===== src/pq_pkg.sv =====
// Package for the priority queue with purge.
// Holds the operation codes, slot and result types, and field widths; no dependencies.
package pq_pkg;

  localparam int ID_W     = 8;
  localparam int PRI_W    = 8;
  localparam int KIND_W   = 2;
  localparam int COUNT_W  = 5;
  localparam int IN_DW    = 16;
  localparam int OUT_DW   = 24;

  typedef enum logic [KIND_W-1:0] {
    KIND_ENQ   = 2'd0,
    KIND_DEQ   = 2'd1,
    KIND_PURGE = 2'd2
  } kind_t;

  typedef struct packed {
    logic [ID_W-1:0]  id;
    logic [PRI_W-1:0] pri;
  } slot_t;

  typedef struct packed {
    logic               hit;
    logic [ID_W-1:0]    id;
    logic [PRI_W-1:0]   pri;
    logic               is_empty;
    logic [COUNT_W-1:0] count;
  } pq_res_t;

endpackage


===== src/pq_mem.sv =====
// Slot store: one write port, one read port, registered read data.
// Depends on pq_pkg for slot_t.
module pq_mem #(
  parameter int QUEUE_DEPTH = 16,
  parameter int AW          = 4
) (
  input  logic           clk,
  input  logic           we,
  input  logic [AW-1:0]  waddr,
  input  pq_pkg::slot_t  wdata,
  input  logic [AW-1:0]  raddr,
  output pq_pkg::slot_t  rdata
);
  import pq_pkg::*;

  slot_t mem [QUEUE_DEPTH];

  always_ff @(posedge clk) begin
    if (we) begin
      mem[waddr] <= wdata;
    end
  end

  always_ff @(posedge clk) begin
    rdata <= mem[raddr];
  end

endmodule


===== src/pq_ctrl.sv =====
// Sequencer: enqueue, scan for the removal slot, then close up the queue.
// Depends on pq_pkg; drives the pq_mem ports.
module pq_ctrl #(
  parameter int QUEUE_DEPTH = 16,
  parameter int AW          = 4,
  parameter int CW          = 5
) (
  input  logic                    clk,
  input  logic                    rst_n,
  input  logic                    cfg_wr_en,
  input  logic                    cfg_wr_data,
  input  logic                    in_valid,
  output logic                    in_ready,
  input  pq_pkg::kind_t           in_kind,
  input  logic [pq_pkg::ID_W-1:0] in_id,
  input  logic [pq_pkg::PRI_W-1:0] in_pri,
  output logic                    res_valid,
  input  logic                    res_ready,
  output pq_pkg::pq_res_t         res,
  output logic                    mem_we,
  output logic [AW-1:0]           mem_waddr,
  output pq_pkg::slot_t           mem_wdata,
  output logic [AW-1:0]           mem_raddr,
  input  pq_pkg::slot_t           mem_rdata
);
  import pq_pkg::*;

  typedef enum logic [3:0] {
    S_IDLE  = 4'b0001,
    S_SCAN  = 4'b0010,
    S_SHIFT = 4'b0100,
    S_RESP  = 4'b1000
  } state_t;

  state_t            state_r, state_nxt;
  logic              mode_r;
  logic [CW-1:0]     fill_r, fill_nxt;
  kind_t             op_r, op_nxt;
  logic [ID_W-1:0]   key_r, key_nxt;
  logic [CW-1:0]     lim_r, lim_nxt;
  logic [CW-1:0]     ra_r, ra_nxt;
  logic              chk_vld_r, chk_vld_nxt;
  logic [AW-1:0]     chk_idx_r, chk_idx_nxt;
  logic              found_r, found_nxt;
  logic [AW-1:0]     sel_r, sel_nxt;
  logic              hit_r, hit_nxt;
  logic [ID_W-1:0]   rid_r, rid_nxt;
  logic [PRI_W-1:0]  rpri_r, rpri_nxt;
  logic [CW-1:0]     sh_rd_r, sh_rd_nxt;
  logic              wr_pend_r, wr_pend_nxt;
  logic [AW-1:0]     wr_addr_r, wr_addr_nxt;

  logic              take;
  logic              scan_last;
  logic              found_f;
  logic [AW-1:0]     sel_f;
  logic              rd_issue;
  logic [CW-1:0]     lim_m1;
  logic [CW+COUNT_W-1:0] cnt_ext;

  assign lim_m1  = lim_r - CW'(1);
  assign cnt_ext = {{COUNT_W{1'b0}}, fill_r};

  always_comb begin
    res.hit      = hit_r;
    res.id       = rid_r;
    res.pri      = rpri_r;
    res.is_empty = (fill_r == '0);
    res.count    = cnt_ext[COUNT_W-1:0];
  end

  assign in_ready  = (state_r == S_IDLE);
  assign res_valid = (state_r == S_RESP);
  assign rd_issue  = (sh_rd_r < fill_r);

  always_comb begin
    take = 1'b0;
    if (chk_vld_r) begin
      case (op_r)
        KIND_DEQ:   take = (chk_idx_r == '0) || (mode_r && (mem_rdata.pri < rpri_r));
        KIND_PURGE: take = !found_r && (mem_rdata.id == key_r);
        default:    take = 1'b0;
      endcase
    end
  end

  assign scan_last = chk_vld_r && (CW'(chk_idx_r) == lim_m1);
  assign found_f   = found_r || take;
  assign sel_f     = take ? chk_idx_r : sel_r;

  always_comb begin
    state_nxt   = state_r;
    fill_nxt    = fill_r;
    op_nxt      = op_r;
    key_nxt     = key_r;
    lim_nxt     = lim_r;
    ra_nxt      = ra_r;
    chk_vld_nxt = 1'b0;
    chk_idx_nxt = chk_idx_r;
    found_nxt   = found_r;
    sel_nxt     = sel_r;
    hit_nxt     = hit_r;
    rid_nxt     = rid_r;
    rpri_nxt    = rpri_r;
    sh_rd_nxt   = sh_rd_r;
    wr_pend_nxt = 1'b0;
    wr_addr_nxt = wr_addr_r;
    mem_we      = 1'b0;
    mem_waddr   = wr_addr_r;
    mem_wdata   = mem_rdata;
    mem_raddr   = (state_r == S_SHIFT) ? sh_rd_r[AW-1:0] : ra_r[AW-1:0];

    case (state_r)
      S_IDLE: begin
        if (in_valid) begin
          op_nxt    = in_kind;
          key_nxt   = in_id;
          hit_nxt   = 1'b0;
          rid_nxt   = '0;
          rpri_nxt  = '0;
          found_nxt = 1'b0;
          sel_nxt   = '0;
          ra_nxt    = '0;
          state_nxt = S_RESP;
          case (in_kind)
            KIND_ENQ: begin
              if (fill_r < CW'(QUEUE_DEPTH)) begin
                mem_we        = 1'b1;
                mem_waddr     = fill_r[AW-1:0];
                mem_wdata.id  = in_id;
                mem_wdata.pri = in_pri;
                fill_nxt      = fill_r + CW'(1);
                hit_nxt       = 1'b1;
              end
            end
            KIND_DEQ, KIND_PURGE: begin
              if (fill_r != '0) begin
                lim_nxt   = (in_kind == KIND_DEQ && !mode_r) ? CW'(1) : fill_r;
                state_nxt = S_SCAN;
              end
            end
            default: ;
          endcase
        end
      end
      S_SCAN: begin
        if (ra_r < lim_r) begin
          ra_nxt      = ra_r + CW'(1);
          chk_vld_nxt = 1'b1;
          chk_idx_nxt = ra_r[AW-1:0];
        end
        if (take) begin
          found_nxt = 1'b1;
          sel_nxt   = chk_idx_r;
          rid_nxt   = mem_rdata.id;
          rpri_nxt  = mem_rdata.pri;
        end
        if (scan_last) begin
          chk_vld_nxt = 1'b0;
          if (found_f) begin
            hit_nxt   = 1'b1;
            sh_rd_nxt = CW'(sel_f) + CW'(1);
            state_nxt = S_SHIFT;
          end else begin
            state_nxt = S_RESP;
          end
        end
      end
      S_SHIFT: begin
        // read slot k+1 while slot k's data is written back into slot k-1
        if (wr_pend_r) begin
          mem_we    = 1'b1;
          mem_waddr = wr_addr_r;
          mem_wdata = mem_rdata;
        end
        if (rd_issue) begin
          sh_rd_nxt   = sh_rd_r + CW'(1);
          wr_pend_nxt = 1'b1;
          wr_addr_nxt = sh_rd_r[AW-1:0] - AW'(1);
        end else if (!wr_pend_r) begin
          fill_nxt  = fill_r - CW'(1);
          state_nxt = S_RESP;
        end
      end
      S_RESP: begin
        if (res_ready) begin
          state_nxt = S_IDLE;
        end
      end
      default: state_nxt = S_IDLE;
    endcase
  end

  always_ff @(posedge clk) begin
    if (!rst_n) begin
      state_r   <= S_IDLE;
      mode_r    <= 1'b1;
      fill_r    <= '0;
      chk_vld_r <= 1'b0;
      wr_pend_r <= 1'b0;
    end else begin
      state_r   <= state_nxt;
      fill_r    <= fill_nxt;
      chk_vld_r <= chk_vld_nxt;
      wr_pend_r <= wr_pend_nxt;
      if (cfg_wr_en) begin
        mode_r <= cfg_wr_data;
      end
    end
  end

  always_ff @(posedge clk) begin
    op_r      <= op_nxt;
    key_r     <= key_nxt;
    lim_r     <= lim_nxt;
    ra_r      <= ra_nxt;
    chk_idx_r <= chk_idx_nxt;
    found_r   <= found_nxt;
    sel_r     <= sel_nxt;
    hit_r     <= hit_nxt;
    rid_r     <= rid_nxt;
    rpri_r    <= rpri_nxt;
    sh_rd_r   <= sh_rd_nxt;
    wr_addr_r <= wr_addr_nxt;
  end

endmodule


===== src/priority_queue_with_purge_top.sv =====
// Top level of the priority queue with purge: sequencer, slot store, output register.
// Depends on pq_pkg, pq_mem and pq_ctrl.
//
//   channel | dir | handshake          | payload
//   in_     | in  | in_tvalid/tready   | tuser: kind; tdata: entry_id, priority_req
//   out_    | out | out_tvalid/tready  | tdata: hit, out_id, out_priority, is_empty, count
//   cfg_    | in  | cfg_wr_en          | cfg_wr_data: priority_mode
//
// Enqueue, a miss on an empty queue and an unknown kind go straight to the result, with no scan.
// Priority dequeue and purge read each held slot once to find the slot, then close up
// behind it at one read and one write a cycle, paced by the single read port of the
// slot store; FIFO dequeue reads only the head to find the slot.
// Sync active-low reset clears the fill count and sets priority mode; slot contents are
// not cleared. The output register lets the next beat in while a result waits on out_tready.
module priority_queue_with_purge_top #(
  parameter int QUEUE_DEPTH = 16
) (
  input  logic                     clk,
  input  logic                     rst_n,
  input  logic                     cfg_wr_en,
  input  logic                     cfg_wr_data,   // priority_mode
  input  logic                     in_tvalid,
  output logic                     in_tready,
  input  logic [pq_pkg::IN_DW-1:0] in_tdata,      // entry_id[7:0], priority_req[15:8]
  input  logic [pq_pkg::KIND_W-1:0] in_tuser,     // kind[1:0]
  output logic                     out_tvalid,
  input  logic                     out_tready,
  output logic [pq_pkg::OUT_DW-1:0] out_tdata     // hit[0], out_id[8:1], out_priority[16:9],
                                                  // is_empty[17], count[22:18], zero[23]
);
  import pq_pkg::*;

  localparam int AW = $clog2(QUEUE_DEPTH);
  localparam int CW = $clog2(QUEUE_DEPTH + 1);

  logic               mem_we;
  logic [AW-1:0]      mem_waddr;
  logic [AW-1:0]      mem_raddr;
  slot_t              mem_wdata;
  slot_t              mem_rdata;
  logic               res_valid;
  logic               res_ready;
  pq_res_t            res;
  logic               out_valid_r, out_valid_nxt;
  logic [OUT_DW-1:0]  out_data_r;

  pq_ctrl #(
    .QUEUE_DEPTH (QUEUE_DEPTH),
    .AW          (AW),
    .CW          (CW)
  ) u_ctrl (
    .clk         (clk),
    .rst_n       (rst_n),
    .cfg_wr_en   (cfg_wr_en),
    .cfg_wr_data (cfg_wr_data),
    .in_valid    (in_tvalid),
    .in_ready    (in_tready),
    .in_kind     (kind_t'(in_tuser)),
    .in_id       (in_tdata[ID_W-1:0]),
    .in_pri      (in_tdata[ID_W+PRI_W-1:ID_W]),
    .res_valid   (res_valid),
    .res_ready   (res_ready),
    .res         (res),
    .mem_we      (mem_we),
    .mem_waddr   (mem_waddr),
    .mem_wdata   (mem_wdata),
    .mem_raddr   (mem_raddr),
    .mem_rdata   (mem_rdata)
  );

  pq_mem #(
    .QUEUE_DEPTH (QUEUE_DEPTH),
    .AW          (AW)
  ) u_mem (
    .clk   (clk),
    .we    (mem_we),
    .waddr (mem_waddr),
    .wdata (mem_wdata),
    .raddr (mem_raddr),
    .rdata (mem_rdata)
  );

  assign res_ready = !out_valid_r || out_tready;

  always_comb begin
    out_valid_nxt = out_valid_r;
    if (res_valid && res_ready) begin
      out_valid_nxt = 1'b1;
    end else if (out_tready) begin
      out_valid_nxt = 1'b0;
    end
  end

  always_ff @(posedge clk) begin
    if (!rst_n) begin
      out_valid_r <= 1'b0;
    end else begin
      out_valid_r <= out_valid_nxt;
    end
  end

  always_ff @(posedge clk) begin
    if (res_valid && res_ready) begin
      out_data_r <= {1'b0, res.count, res.is_empty, res.pri, res.id, res.hit};
    end
  end

  assign out_tvalid = out_valid_r;
  assign out_tdata  = out_data_r;

  a_miss_zero: assert property (@(posedge clk) disable iff (!rst_n)
    (res_valid && !res.hit) |-> (res.id == '0 && res.pri == '0))
    else $error("miss result carries a removed entry");

  a_busy_after_beat: assert property (@(posedge clk) disable iff (!rst_n)
    (in_tvalid && in_tready) |=> !in_tready)
    else $error("input ready while a beat is in progress");

  a_one_result: assert property (@(posedge clk) disable iff (!rst_n)
    (res_valid && res_ready) |=> !res_valid)
    else $error("result offered twice");

  a_no_beat_while_result: assert property (@(posedge clk) disable iff (!rst_n)
    res_valid |-> !in_tready)
    else $error("beat accepted before result handed over");

endmodule

===== config.mk =====
export PLATFORM = sky130hd
export DESIGN_NAME = priority_queue_with_purge_top
export DESIGN_NICKNAME = d
export VERILOG_FILES = /design/src/pq_pkg.sv /design/src/pq_mem.sv /design/src/pq_ctrl.sv /design/src/priority_queue_with_purge_top.sv
export SDC_FILE = /design/constraint.sdc
export NUM_CORES = 1
export LEC_CHECK = 0
export ABC_AREA = 0
export ABC_CLOCK_PERIOD_IN_PS = 3400
export BUFFER_PORTS_ARGS = -buffer_cell sky130_fd_sc_hd__buf_2
export CORE_UTILIZATION = 56
export CTS_CLUSTER_DIAMETER = 120
export CTS_CLUSTER_SIZE = 14
export DETAILED_ROUTE_END_ITERATION = 7
export PLACE_DENSITY_LB_ADDON = 0.12
export SLEW_MARGIN = 20
export SYNTH_ARGS = -nofsm -noshare
export SYNTH_HDL_FRONTEND = slang
export SYNTH_SLANG_ARGS = --single-unit

===== constraint.sdc =====
create_clock -name clk -period 3.4 [get_ports clk]
set_input_delay 0.51 -clock clk [delete_from_list [all_inputs] [get_ports clk]]
set_output_delay 0.51 -clock clk [all_outputs]
set_load 0.02 [all_outputs]

Word-level counts from Yosys, hierarchy flattened --
Memory sizes are Yosys's and may differ from the RTL's. A register that Yosys moved wholly into a read port is not among the register bits. Index checks and enable logic that the tools add are counted.
Storage, ports and cells: register bits after elaboration 91, RAM bits 256, output and inout bits 26, word-level logic and storage cells 146, memories 1
Operators by class: add/sub/neg operators 7, magnitude comparators 4, eq/ne operators 21, muxes and demuxes 59, bitwise logic cells 2, reduce and logical (&&, ||, !) cells 33
Memory list:
- u_mem.mem | words 16, width 16, read ports 1, clocked after Yosys merged registers in 1, wr ports 1, RTL line pq_mem.sv:16 | slot_t mem [QUEUE_DEPTH];
Operators with widths (number):
- $mux W16 | 4
- $mux W4 | 15
- $mux W5 | 10
- $pmux W8 S2 | 2
- $pmux W5 S2 | 3
- $mux W8 | 3
- $mux W1 | 16
- $ne A2 B1 Y1 const B | 8
- $pmux W4 S4 | 1
- $add A5 B1 Y5 const B | 3
- $reduce_and A4 Y1 | 3
- $lt A5 B5 Y1 | 2
- $reduce_and A2 Y1 | 5
- $sub A5 B1 Y5 const B | 2
- $eq A8 B8 Y1 | 1
- $lt A8 B8 Y1 | 1
- $pmux W1 S2 | 4
- $pmux W4 S2 | 1
- $reduce_bool A2 Y1 | 4
- $ne A2 B2 Y1 const B | 3
- $reduce_and A3 Y1 | 2
- $reduce_and A6 Y1 | 1
- $add A4 B1 Y5 const B | 1
- $eq A4 B5 Y1 | 1
- 19 further kinds | 30

Depth between registers and ports, before layout --
Gate-level depths: netlist of the first run.
depth in word-level cells 10, depth in mapped cells 13

Cells and area by module --
A second synthesis of the first run with hierarchy kept.
Unflattened totals: cells, all modules 811, area, all modules 14681.6 um2
Modules (own cells, without submodules):
- pq_mem | times used 1, cells an instance 432, area each 10042.1 um2, sequential area each 8007.7 um2
- pq_ctrl | times used 1, cells an instance 349, area each 3880.0 um2, sequential area each 1891.8 um2
- priority_queue_with_purge_top | times used 1, cells an instance 30, area each 759.5 um2, sequential area each 710.7 um2

Worst setup path before layout of the first run --
OpenSTA, ideal clock, no wires.
path kind register to register, start point reg u_ctrl.rpri_r[3], end point reg u_ctrl.found_r, enable pin, setup time 0.415 ns, arrival 2.854 ns, setup slack 0.131 ns, stages on the path, launching flop included 8, cell sequence edfxtp_1 > inv_1 > ha_1 > a211oi_1 > o21ai_0 > a221oi_2 > nor2_1 > o21ai_0
On the way: longest elaborated chain between the ends 7
RTL lines:
- start: declaration | RTL line pq_ctrl.sv:48 | logic [PRI_W-1:0] rpri_r, rpri_nxt;
- start signal: assignment | RTL line pq_ctrl.sv:222 | rpri_r <= rpri_nxt;
- $lt A8 B8 Y1 | RTL line pq_ctrl.sv:80 | KIND_DEQ: take = (chk_idx_r == '0) || (mode_r && (mem_rdata.pri < rpri_r));
- $logic_and A1 B1 Y1 | RTL line pq_ctrl.sv:80
- $logic_or A1 B1 Y1 | RTL line pq_ctrl.sv:80
- $pmux W1 S2 | RTL line pq_ctrl.sv:79 | case (op_r)
- $mux W1 | RTL line pq_ctrl.sv:78 | if (chk_vld_r) begin
- $ne A2 B1 Y1 (no source line)
- $reduce_and A3 Y1 (no source line)
- end signal: assignment | RTL line pq_ctrl.sv:218 | found_r <= found_nxt;
- end: declaration | RTL line pq_ctrl.sv:44 | logic found_r, found_nxt;
Every way passes these cells. A chain may end at the register's enable or synchronous reset.

Worst setup path in the final report of the first run --
start point reg u_ctrl.rpri_r[3], end point reg u_ctrl.sh_rd_r[4], data pin
On the way: longest elaborated chain between the ends 10
RTL lines:
- $lt A8 B8 Y1 | RTL line pq_ctrl.sv:80
- $logic_and A1 B1 Y1 | RTL line pq_ctrl.sv:80
- $logic_or A1 B1 Y1 | RTL line pq_ctrl.sv:80
- $pmux W1 S2 | RTL line pq_ctrl.sv:79
- $mux W1 | RTL line pq_ctrl.sv:78
- $mux W4
- $add A4 B1 Y5 | RTL line pq_ctrl.sv:162 | sh_rd_nxt = CW'(sel_f) + CW'(1);
- $mux W5 | RTL line pq_ctrl.sv:160 | if (found_f) begin
- $mux W5 | RTL line pq_ctrl.sv:158 | if (scan_last) begin
- $pmux W5 S2 | RTL line pq_ctrl.sv:113 | case (state_r)
- named net u_ctrl.sh_rd_nxt[4] | RTL line pq_ctrl.sv:49 | logic [CW-1:0] sh_rd_r, sh_rd_nxt;
- end signal: assignment | RTL line pq_ctrl.sv:223 | sh_rd_r <= sh_rd_nxt;
- end: declaration | RTL line pq_ctrl.sv:49
The timed path passes the listed nets, and every way through them passes these cells. The select of a mux whose other input is x is not followed.

==> flow_summary.toml, run 1 <==
[cells_and_area]
area_delta_synth_final_pct = 11.40
final_cell_area_mm2 = 0.01651
antenna_cells = 0
num-nets-final = 1008
drive_above_1_share = 0.2224
fillerInstances = 1835
final_util = 0.6355
stdcell_count = 1315

[yosys]
synth_edf_count = 334
async_reset_ff_frac = 0
netlist_area_mm2 = 0.01482
ys_ff_latch = 363
synth_fp_nets = 920
synth_ff_type = "edfxtp_1"
ys_seq_area_frac = 0.7158
ys_warn_count = 0
netlist_instances = 869
synth.distinct_cells = 56
syn_area_per_cell_um2 = 17.06

[outcome]
status = "finished, final reports clean"

[worst_setup_path]
path_class = "reg -> reg"
start_kind = "flop"
cp_max_fo = 9
path_cells = "inv_1, ha_1, a211oi_1, o21ai_0, a221oi_2, buf_4, nor2_1, a211oi_1, a21o_1, inv_1, ha_1, o21ai_0, nor4_1, xnor2_1"
critPathRequiredTime_ns = 3.71
cpMaxStageDelayCell = "a211oi_1"
critPathArrivalTime_ns = 3.44
worst_setup_path_end_kind = "flop"
slowest_delay_ns = 0.40

[sta]
final_max_slew_viol_count = 0
finalWorstSetupSlack_ns = 0.2659
fin_crit_ns = 3.134
setup_violations = 0
fmax_mhz = 319.1
timing.slew.headroom = 0.4744
worstMarginPinSlew_ns = 0.7802
finalClockSkew_ns = 0.01270
fin_tns_setup_ns = 0
period_share = 0.9218
hold_violations = 0
rsz0062_at_grt = "false"
hold_ws_ns = 0.1520

[job]
max_cap_violations = 0

[floorplan]
core_mm2 = 0.02598
die_width_um = 164.7
dieArea_mm2 = 0.02712
ioPinCount = 50
initial_utilization = 0.5704
die_h_um = 164.7
std_cell_rows = 59

[placed_design]
place.gp.congestion = 0.8586
io_buffers = 48
post-dp-hpwl_um = 20500
dp.cells = 1260
place_ws_ns = 0.1176
place_area_mm2 = 0.01567

[global_routing]
antenna_found_initial = 2
grt_pass1_vias = 7995
grt.total_usage = 0.2438
grt-ovfl-total = 0
grt_pass1_wl_um = 47810
grt_max_degree = 65

[drt]
drt-total-wl_um = 31530
drtIter0Drc = 738
drcViolationCount = 0
first_pass_iters = 5
ant_nets = 0
viasPerCell = 6.011
drt-wirelength-per-cell_um = 23.97
num_vias = 7904

[clock_network]
htree_levels = 1
cts.clk_slew.worst_paths_ns = 0.07
clk_latency_ns = 0.57
cts_root_buffer = "clkbuf_16"
ctsHoldBuffers = 0
tritoncts = "yes"
cts_resized = 0
cts_made_buffers = 29
clock_sinks = 363
cts_max_path_buffers = 3

[power]
p_leak_nw = 5.714
p_per_area_mw_per_mm2 = 567.0
total_power_mw = 9.364
ir_drop_uv = 393.2

[hold_path]
min_path_type = "in -> reg"
-- cell families (layout without fill, tap and decap cells) --
logic type / Yosys count / in the layout / synth area share
compound gates: 93 / 93 / 0.04617
xor+xnor: 26 / 26 / 0.01536
fa+ha+maj: 27 / 27 / 0.02330
buf+inv: 67 / 178 / 0.02456
flops: 363 / 363 / 0.7158
mux: 72 / 72 / 0.1029
other cells: 1 / 1 / 0.0002530
simple gates: 220 / 220 / 0.07167
-- state kept, by name, summed over array words and instances, names as in the netlist, 2 cells and up --
| name | count |
|---|---|
| u_ctrl.state_r | 4 |
| u_ctrl.chk_idx_r | 4 |
| u_ctrl.rpri_r | 8 |
| u_ctrl.lim_r | 5 |
| u_ctrl.fill_r | 5 |
| u_ctrl.rid_r | 8 |
| u_ctrl.ra_r | 5 |
| u_ctrl.sh_rd_r | 5 |
| out_tdata | 23 |
| u_ctrl.wr_addr_r | 4 |
| u_ctrl.key_r | 8 |
| u_ctrl.sel_r | 4 |
| u_mem.rdata | 16 |
| u_mem.mem | 256 |
| u_ctrl.op_r | 2 |
-- report_power, final --
part           switching (mW)  internal [mW]
combinational           0.644          0.354
clock                    1.46           1.62
sequential             0.0948           5.20
-- worst max-delay path: cells and delay by family, from the launching register on --
kind	cells	cell delay, ns
AND/OR/NAND/NOR	2	0.21
adder cells (fa/ha/maj)	2	0.45
flip-flops	1	0.38
XOR/XNOR	1	0.15
AO/OA/AOI/OAI	6	1.39
buffers and inverters	3	0.31
-- layout make-up --
class / count / area, µm² / area share
Sequential cell: 363 / 10610 / 0.6425
Multi-Input combinational cell: 439 / 3920 / 0.2374
Clock buffer: 53 / 815.8 / 0.04940
Timing Repair Buffer: 90 / 593.1 / 0.03591
Tap cell: 335 / 419.2 / 0.02538
Inverter: 34 / 135.1 / 0.008183
Clock inverter: 1 / 20.02 / 0.001212
-- path summary, 6_finish.rpt --
path / cells past startpoint / start / endpoint / slack (ns)
setup / recovery: 14 / u_ctrl.rpri_r[3]$_SDFFCE_PN0P_ / u_ctrl.sh_rd_r[4]$_DFFE_PP_ / 0.27
hold / removal: 1 / in_tdata[6] / u_ctrl.key_r[6]$_DFFE_PP_ / 0.15
setup reg to reg: 14 / u_ctrl.rpri_r[3]$_SDFFCE_PN0P_ / u_ctrl.sh_rd_r[4]$_DFFE_PP_ / 0.27
hold reg to reg: 0 / u_ctrl.rid_r[4]$_SDFFCE_PN0P_ / out_tdata[5]$_DFFE_PP_ / 0.42
-- synthesized netlist by cell type, types with 3 or more instances --
cell type,instances,share of area
nand2b_1,6,0.0025
clkbuf_1,16,0.0041
o21ai_0,12,0.0041
xor2_1,11,0.0065
a21oi_1,13,0.0044
a21o_1,8,0.0041
buf_4,5,0.0025
o21a_1,6,0.0030
a211oi_2,10,0.0084
xnor2_1,15,0.0089
and2_1,41,0.017
ha_1,26,0.022
edfxtp_1,334,0.68
mux2i_1,7,0.0047
nor2_1,34,0.0086
dfxtp_1,29,0.039
nand3_1,8,0.0027
inv_1,31,0.0078
buf_6,9,0.0068
a211oi_1,12,0.0061
nor2b_1,8,0.0034
nand3b_1,3,0.0015
nand2_1,97,0.025
nor4_1,4,0.0017
a31oi_1,20,0.0084
mux4_2,64,0.097
nor3_1,6,0.0020
-- cells in the final DEF, fill, tap and decap left out, types with 26 or more instances in the layout --
cell type and instances:
buf_2 48, dfxtp_1 29, buf_4 39, inv_1 31
edfxtp_1 334, mux4_2 64, and2_1 41, clkbuf_16 29
nand2_1 97, ha_1 26, nor2_1 29
-- layer usage --
| metal | part of all wire | vias to the layer above | wire, µm | track usage |
|---|---|---|---|---|
| met5 | 0.00041 | - | 13 | 0 |
| met4 | 0.021 | 2 | 666 | 0.07173 |
| met3 | 0.066 | 52 | 2087 | 0.03842 |
| met2 | 0.48 | 298 | 15140 | 0.3909 |
| met1 | 0.43 | 4034 | 13610 | 0.3482 |
| li1 | - | 3518 | - | - |
-- repair_timing --
| action | in CTS | in global routing |
|---|---|---|
| endpoints found under the setup margin | 0 | 1 |
| endpoints found under the hold margin | 0 | 0 |
| setup buffers | 0 | 1 |
Power figures use the tool's default switching activity.
==> run 2, diff against run 1 <==
- CORE_MARGIN: not set -> 8
==> flow_summary.toml, run 2 (synthesis results as in run 1) <==
[global_routing]
busiest_layer = "met2"
grt.total_usage = 0.2053
use_met3 = 0.03307
grt_pass1_wl_um = 49200
met2_usage = 0.3433
grt_pass1_vias = 8322
grt-ovfl-total = 0
grt_max_degree = 29
grt_use_met1 = 0.2793
antenna_found_initial = 0

[sta]
fmax_mhz = 326.5
fin_tns_setup_ns = 0
period_share = 0.9007
final_max_slew_viol_count = 0
setup_violations = 0
rsz0062_at_grt = "false"
finalClockSkew_ns = 0.02082
hold_violations = 0
fin_crit_ns = 3.062
timing.slew.headroom = 0.4161
worstMarginPinSlew_ns = 0.8575
hold_ws_ns = 0.1619
finalWorstSetupSlack_ns = 0.3376

[worst_setup_path]
critPathArrivalTime_ns = 3.36
ff2ff_path_depth = 8
critPathRequiredTime_ns = 3.70
r2r_slack_ns = 0.34
cp_max_fo = 17
path_class = "reg -> reg"
start_kind = "flop"
rr_startpoint = "u_ctrl.state_r[3]$_SDFFE_PN0P_"
cp-startpoint = "u_ctrl.state_r[3]$_SDFFE_PN0P_"
setup.worst_path.end = "u_mem.mem[0][6]$_DFFE_PP_"
reg2reg_to = "u_mem.mem[0][6]$_DFFE_PP_"
worst_setup_path_end_kind = "flop"

[drt]
drt-wirelength-per-cell_um = 24.25
drtIter0Drc = 715
ant_nets = 0
viasPerCell = 6.048
drcViolationCount = 0
first_pass_iters = 5
drt-total-wl_um = 32150
num_vias = 8020

[placed_design]
post-dp-hpwl_um = 20900
io_buffers = 48
place_ws_ns = 0.2652
place_area_mm2 = 0.01585
place.gp.congestion = 0.8524

[cells_and_area]
antenna_cells = 0
largest_register_ffs = 256
most-common-layout-cells = "334 x edfxtp_1, 97 x nand2_1, 64 x mux4_2"
area_delta_synth_final_pct = 12.65
largest-register = "u_mem.mem"
fillerInstances = 1864
num-nets-final = 1019
drive_above_1_share = 0.2361
final_cell_area_mm2 = 0.01670
final_common_cell = "edfxtp_1"

[clock_network]
clk_latency_ns = 0.57
htree_levels = 1
cts_max_path_buffers = 3
ctsHoldBuffers = 0
cts_made_buffers = 29
tritoncts = "yes"
cts_root_buffer = "clkbuf_16"
clock_sinks = 363
cts.clk_slew.worst_paths_ns = 0.07

[power]
ir_drop_uv = 457.3
p_leak_nw = 5.790
p_per_area_mw_per_mm2 = 559.9

[hold_path]
worstHoldStart = "in_tdata[3]"
min_path_type = "in -> reg"

[floorplan]
std_cell_rows = 59
initial_utilization = 0.5688
core_mm2 = 0.02606
ioPinCount = 50
die_h_um = 178.7
die_width_um = 178.7
dieArea_mm2 = 0.03193

[outcome]
status = "finished, final reports clean"

[job]
max_cap_violations = 0
-- run 2: cell types whose count changed in the layout (fill, tap and decap cells not counted), sizes merged --
cell  change
buf      +11
-- run 2: power breakdown --
part	switching (mW)	internal, mW	leakage [nW]
sequential	0.0962	5.20	3.28
combinational	0.622	0.360	2.12
clock	1.47	1.61	0.390
-- run 2: timing repair --
item / 4_1_cts / 5_1_grt
gates resized for setup: 0 / 1
setup buffers: 0 / 3
setup endpoints to repair: 0 / 1
-- run 2: stage by stage --
step                utilization  total power, mW  std cells
detailed placement       0.6082            6.379       1269
finish                   0.6408            9.349       1326
CTS                      0.6398            9.421       1323
global placement         0.6082            6.326       1269
floorplan                     -            6.022        869
global route             0.6408            9.671       1326
-- run 2: layout make-up --
class                   count  area [µm²]  area share
flip-flops and latches    363       10610      0.6354
multi-input cells         439        3934      0.2356
clock buffers              53       815.8     0.04885
repair buffers            101       775.7     0.04646
well taps                 335       419.2     0.02510
inverters                  34       135.1    0.008092
clock inverters             1       8.758   0.0005245
-- run 2: how the worst min path moves through the flow --
stage	cells after the start	slack, ns	endpoint
floorplan	0	0.40	out_tdata[0]$_DFFE_PP_
global placement	0	0.40	out_tdata[0]$_DFFE_PP_
detailed placement	0	0.41	out_tdata[5]$_DFFE_PP_
CTS	1	0.15	u_ctrl.op_r[1]$_DFFE_PP_
global route	1	0.15	u_ctrl.op_r[1]$_DFFE_PP_
finish	1	0.16	u_ctrl.key_r[3]$_DFFE_PP_
-- run 2: worst max-delay path, cell delays in order (launching register included) --
cell	delay, ns
dfxtp_1	0.33
or4b_2	0.72
inv_2	0.13
nand2_2	0.15
inv_2	0.12
nand3_4	0.22
o21ai_0	0.72
nor2_1	0.16
buf_4	0.25
-- run 2: routing by layer --
layer / up-vias / wire [µm]
met5: - / 0
met4: 0 / 576
met3: 42 / 2232
met2: 288 / 15690
met1: 4146 / 13650
li1: 3544 / -
==> run 3, diff against run 2 <==
- ABC_CLOCK_PERIOD_IN_PS: 3400 -> 2700
- TNS_END_PERCENT: not set -> 5
- clock period: 3.4 -> 2.7 ns (I/O delays scaled with it)
==> flow_summary.toml, run 3 (synthesis results as in run 1) <==
[drt]
num_vias = 8060
drt-total-wl_um = 33440
drcViolationCount = 0
ant_nets = 0
drtIter0Drc = 686
drt-wirelength-per-cell_um = 24.50
first_pass_iters = 5
viasPerCell = 5.905

[hold_path]
min_path_type = "in -> reg"

[sta]
worstMarginPinSlew_ns = 0.8104
rsz0062_at_grt = "true"
finalClockSkew_ns = 0.01636
finalWorstSetupSlack_ns = -0.03693
final_max_slew_viol_count = 0
fmax_mhz = 365.4
timing.slew.headroom = 0.4585
hold_violations = 0
hold_ws_ns = 0.04698
fin_tns_setup_ns = -0.08636
setup_violations = 4
fin_crit_ns = 2.737
period_share = 1.014

[power]
p_leak_nw = 6.094
ir_drop_uv = 581.4
p_per_area_mw_per_mm2 = 684.6

[floorplan]
die_width_um = 178.7
std_cell_rows = 59
core_mm2 = 0.02606
initial_utilization = 0.5688
dieArea_mm2 = 0.03193
die_h_um = 178.7
ioPinCount = 50

[worst_setup_path]
critPathRequiredTime_ns = 3.01
cp_max_fo = 3
start_kind = "flop"
critPathArrivalTime_ns = 3.05
worst_setup_path_end_kind = "flop"
path_class = "reg -> reg"

[cells_and_area]
largest_register_ffs = 256
final_util = 0.6727
antenna_cells = 0
largest-register = "u_mem.mem"
area_delta_synth_final_pct = 18.27
num-nets-final = 1058
most-common-layout-cells = "334 x edfxtp_1, 97 x nand2_1, 64 x mux4_2"
final_common_cell = "edfxtp_1"
drive_above_1_share = 0.3058

[placed_design]
post-dp-hpwl_um = 21890
io_buffers = 48
place.gp.congestion = 0.8387

[global_routing]
busiest_layer = "met2"
antenna_found_initial = 0
grt_max_degree = 47
grt_pass1_vias = 8420
grt_pass1_wl_um = 50780
met2_usage = 0.3464
grt.total_usage = 0.2126
grt_use_met1 = 0.2942
use_met3 = 0.03770
grt-ovfl-total = 0

[clock_network]
cts_max_path_buffers = 3
clk_latency_ns = 0.56
htree_levels = 1
tritoncts = "yes"
cts_root_buffer = "clkbuf_16"
clock_sinks = 363
cts_made_buffers = 29
cts.clk_slew.worst_paths_ns = 0.08
ctsHoldBuffers = 0

[job]
max_cap_violations = 0

[outcome]
violations = "negative setup slack"
status = "finished with violations"
run 3: final timing paths:
check	startpoint	endpoint	slack (ns)	cells after the start
min reg2reg	u_ctrl.rid_r[0]$_SDFFCE_PN0P_	out_tdata[1]$_DFFE_PP_	0.42	0
min	in_tdata[2]	u_ctrl.key_r[2]$_DFFE_PP_	0.05	1
max reg2reg	u_ctrl.rpri_r[3]$_SDFFCE_PN0P_	u_ctrl.sh_rd_r[4]$_DFFE_PP_	-0.04	15
max	u_ctrl.rpri_r[3]$_SDFFCE_PN0P_	u_ctrl.sh_rd_r[4]$_DFFE_PP_	-0.04	15
run 3: through the flow:
| step | total power [mW] | instance area [µm²] | cells | setup slack, ns |
|---|---|---|---|---|
| finish | 12.00 | 17530 | 1365 | -0.03693 |
| global route | 12.39 | 17530 | 1365 | -0.1773 |
| CTS | 12.05 | 17400 | 1361 | -0.1020 |
| detailed placement | 8.156 | 16290 | 1298 | -0.4678 |
| global placement | 8.112 | 16290 | 1298 | -0.4174 |
| floorplan | 7.589 | 14920 | 869 | -0.09789 |
run 3: layout make-up:
type,count,area (µm²)
inverter,34,137.6
sequential,363,10610
clock buffer,53,815.8
fill,1710,8528
timing repair buffer,140,1295
clock inverter,1,8.758
tap,335,419.2
multi-input combinational,439,4242
run 3: metal layers:
layer,vias up,share of wire
met1,4095,0.42
met2,305,0.48
li1,3606,-
met3,54,0.072
met5,-,0
met4,0,0.025
run 3: worst max-delay path: stages (launching register included):
cell and delay [ns]:
edfxtp_1 0.38, inv_1 0.10, ha_4 0.20, a211oi_2 0.20, o21ai_1 0.12, a221oi_2 0.29, buf_4 0.18, buf_6 0.08
o21a_1 0.16, a211oi_2 0.06, a21o_1 0.18, inv_2 0.08, ha_4 0.15, o21ai_2 0.05, nor4_2 0.17, xnor2_1 0.10
run 3: where the power goes:
| part | switching, mW | leakage, nW | total [mW] | internal (mW) |
|---|---|---|---|---|
| clock network | 1.84 | 0.390 | 3.87 | 2.02 |
| registers | 0.131 | 3.28 | 6.68 | 6.55 |
| logic | 0.874 | 2.42 | 1.46 | 0.583 |
run 3: what timing repair did:
| item | CTS | global route |
|---|---|---|
| endpoints found under the hold margin | 0 | 0 |
| setup buffers | 9 | 4 |
| pin swaps | 14 | 14 |
| setup endpoints to repair | 238 | 28 |
| gates resized for setup | 42 | 22 |
| gates cloned | 0 | 0 |
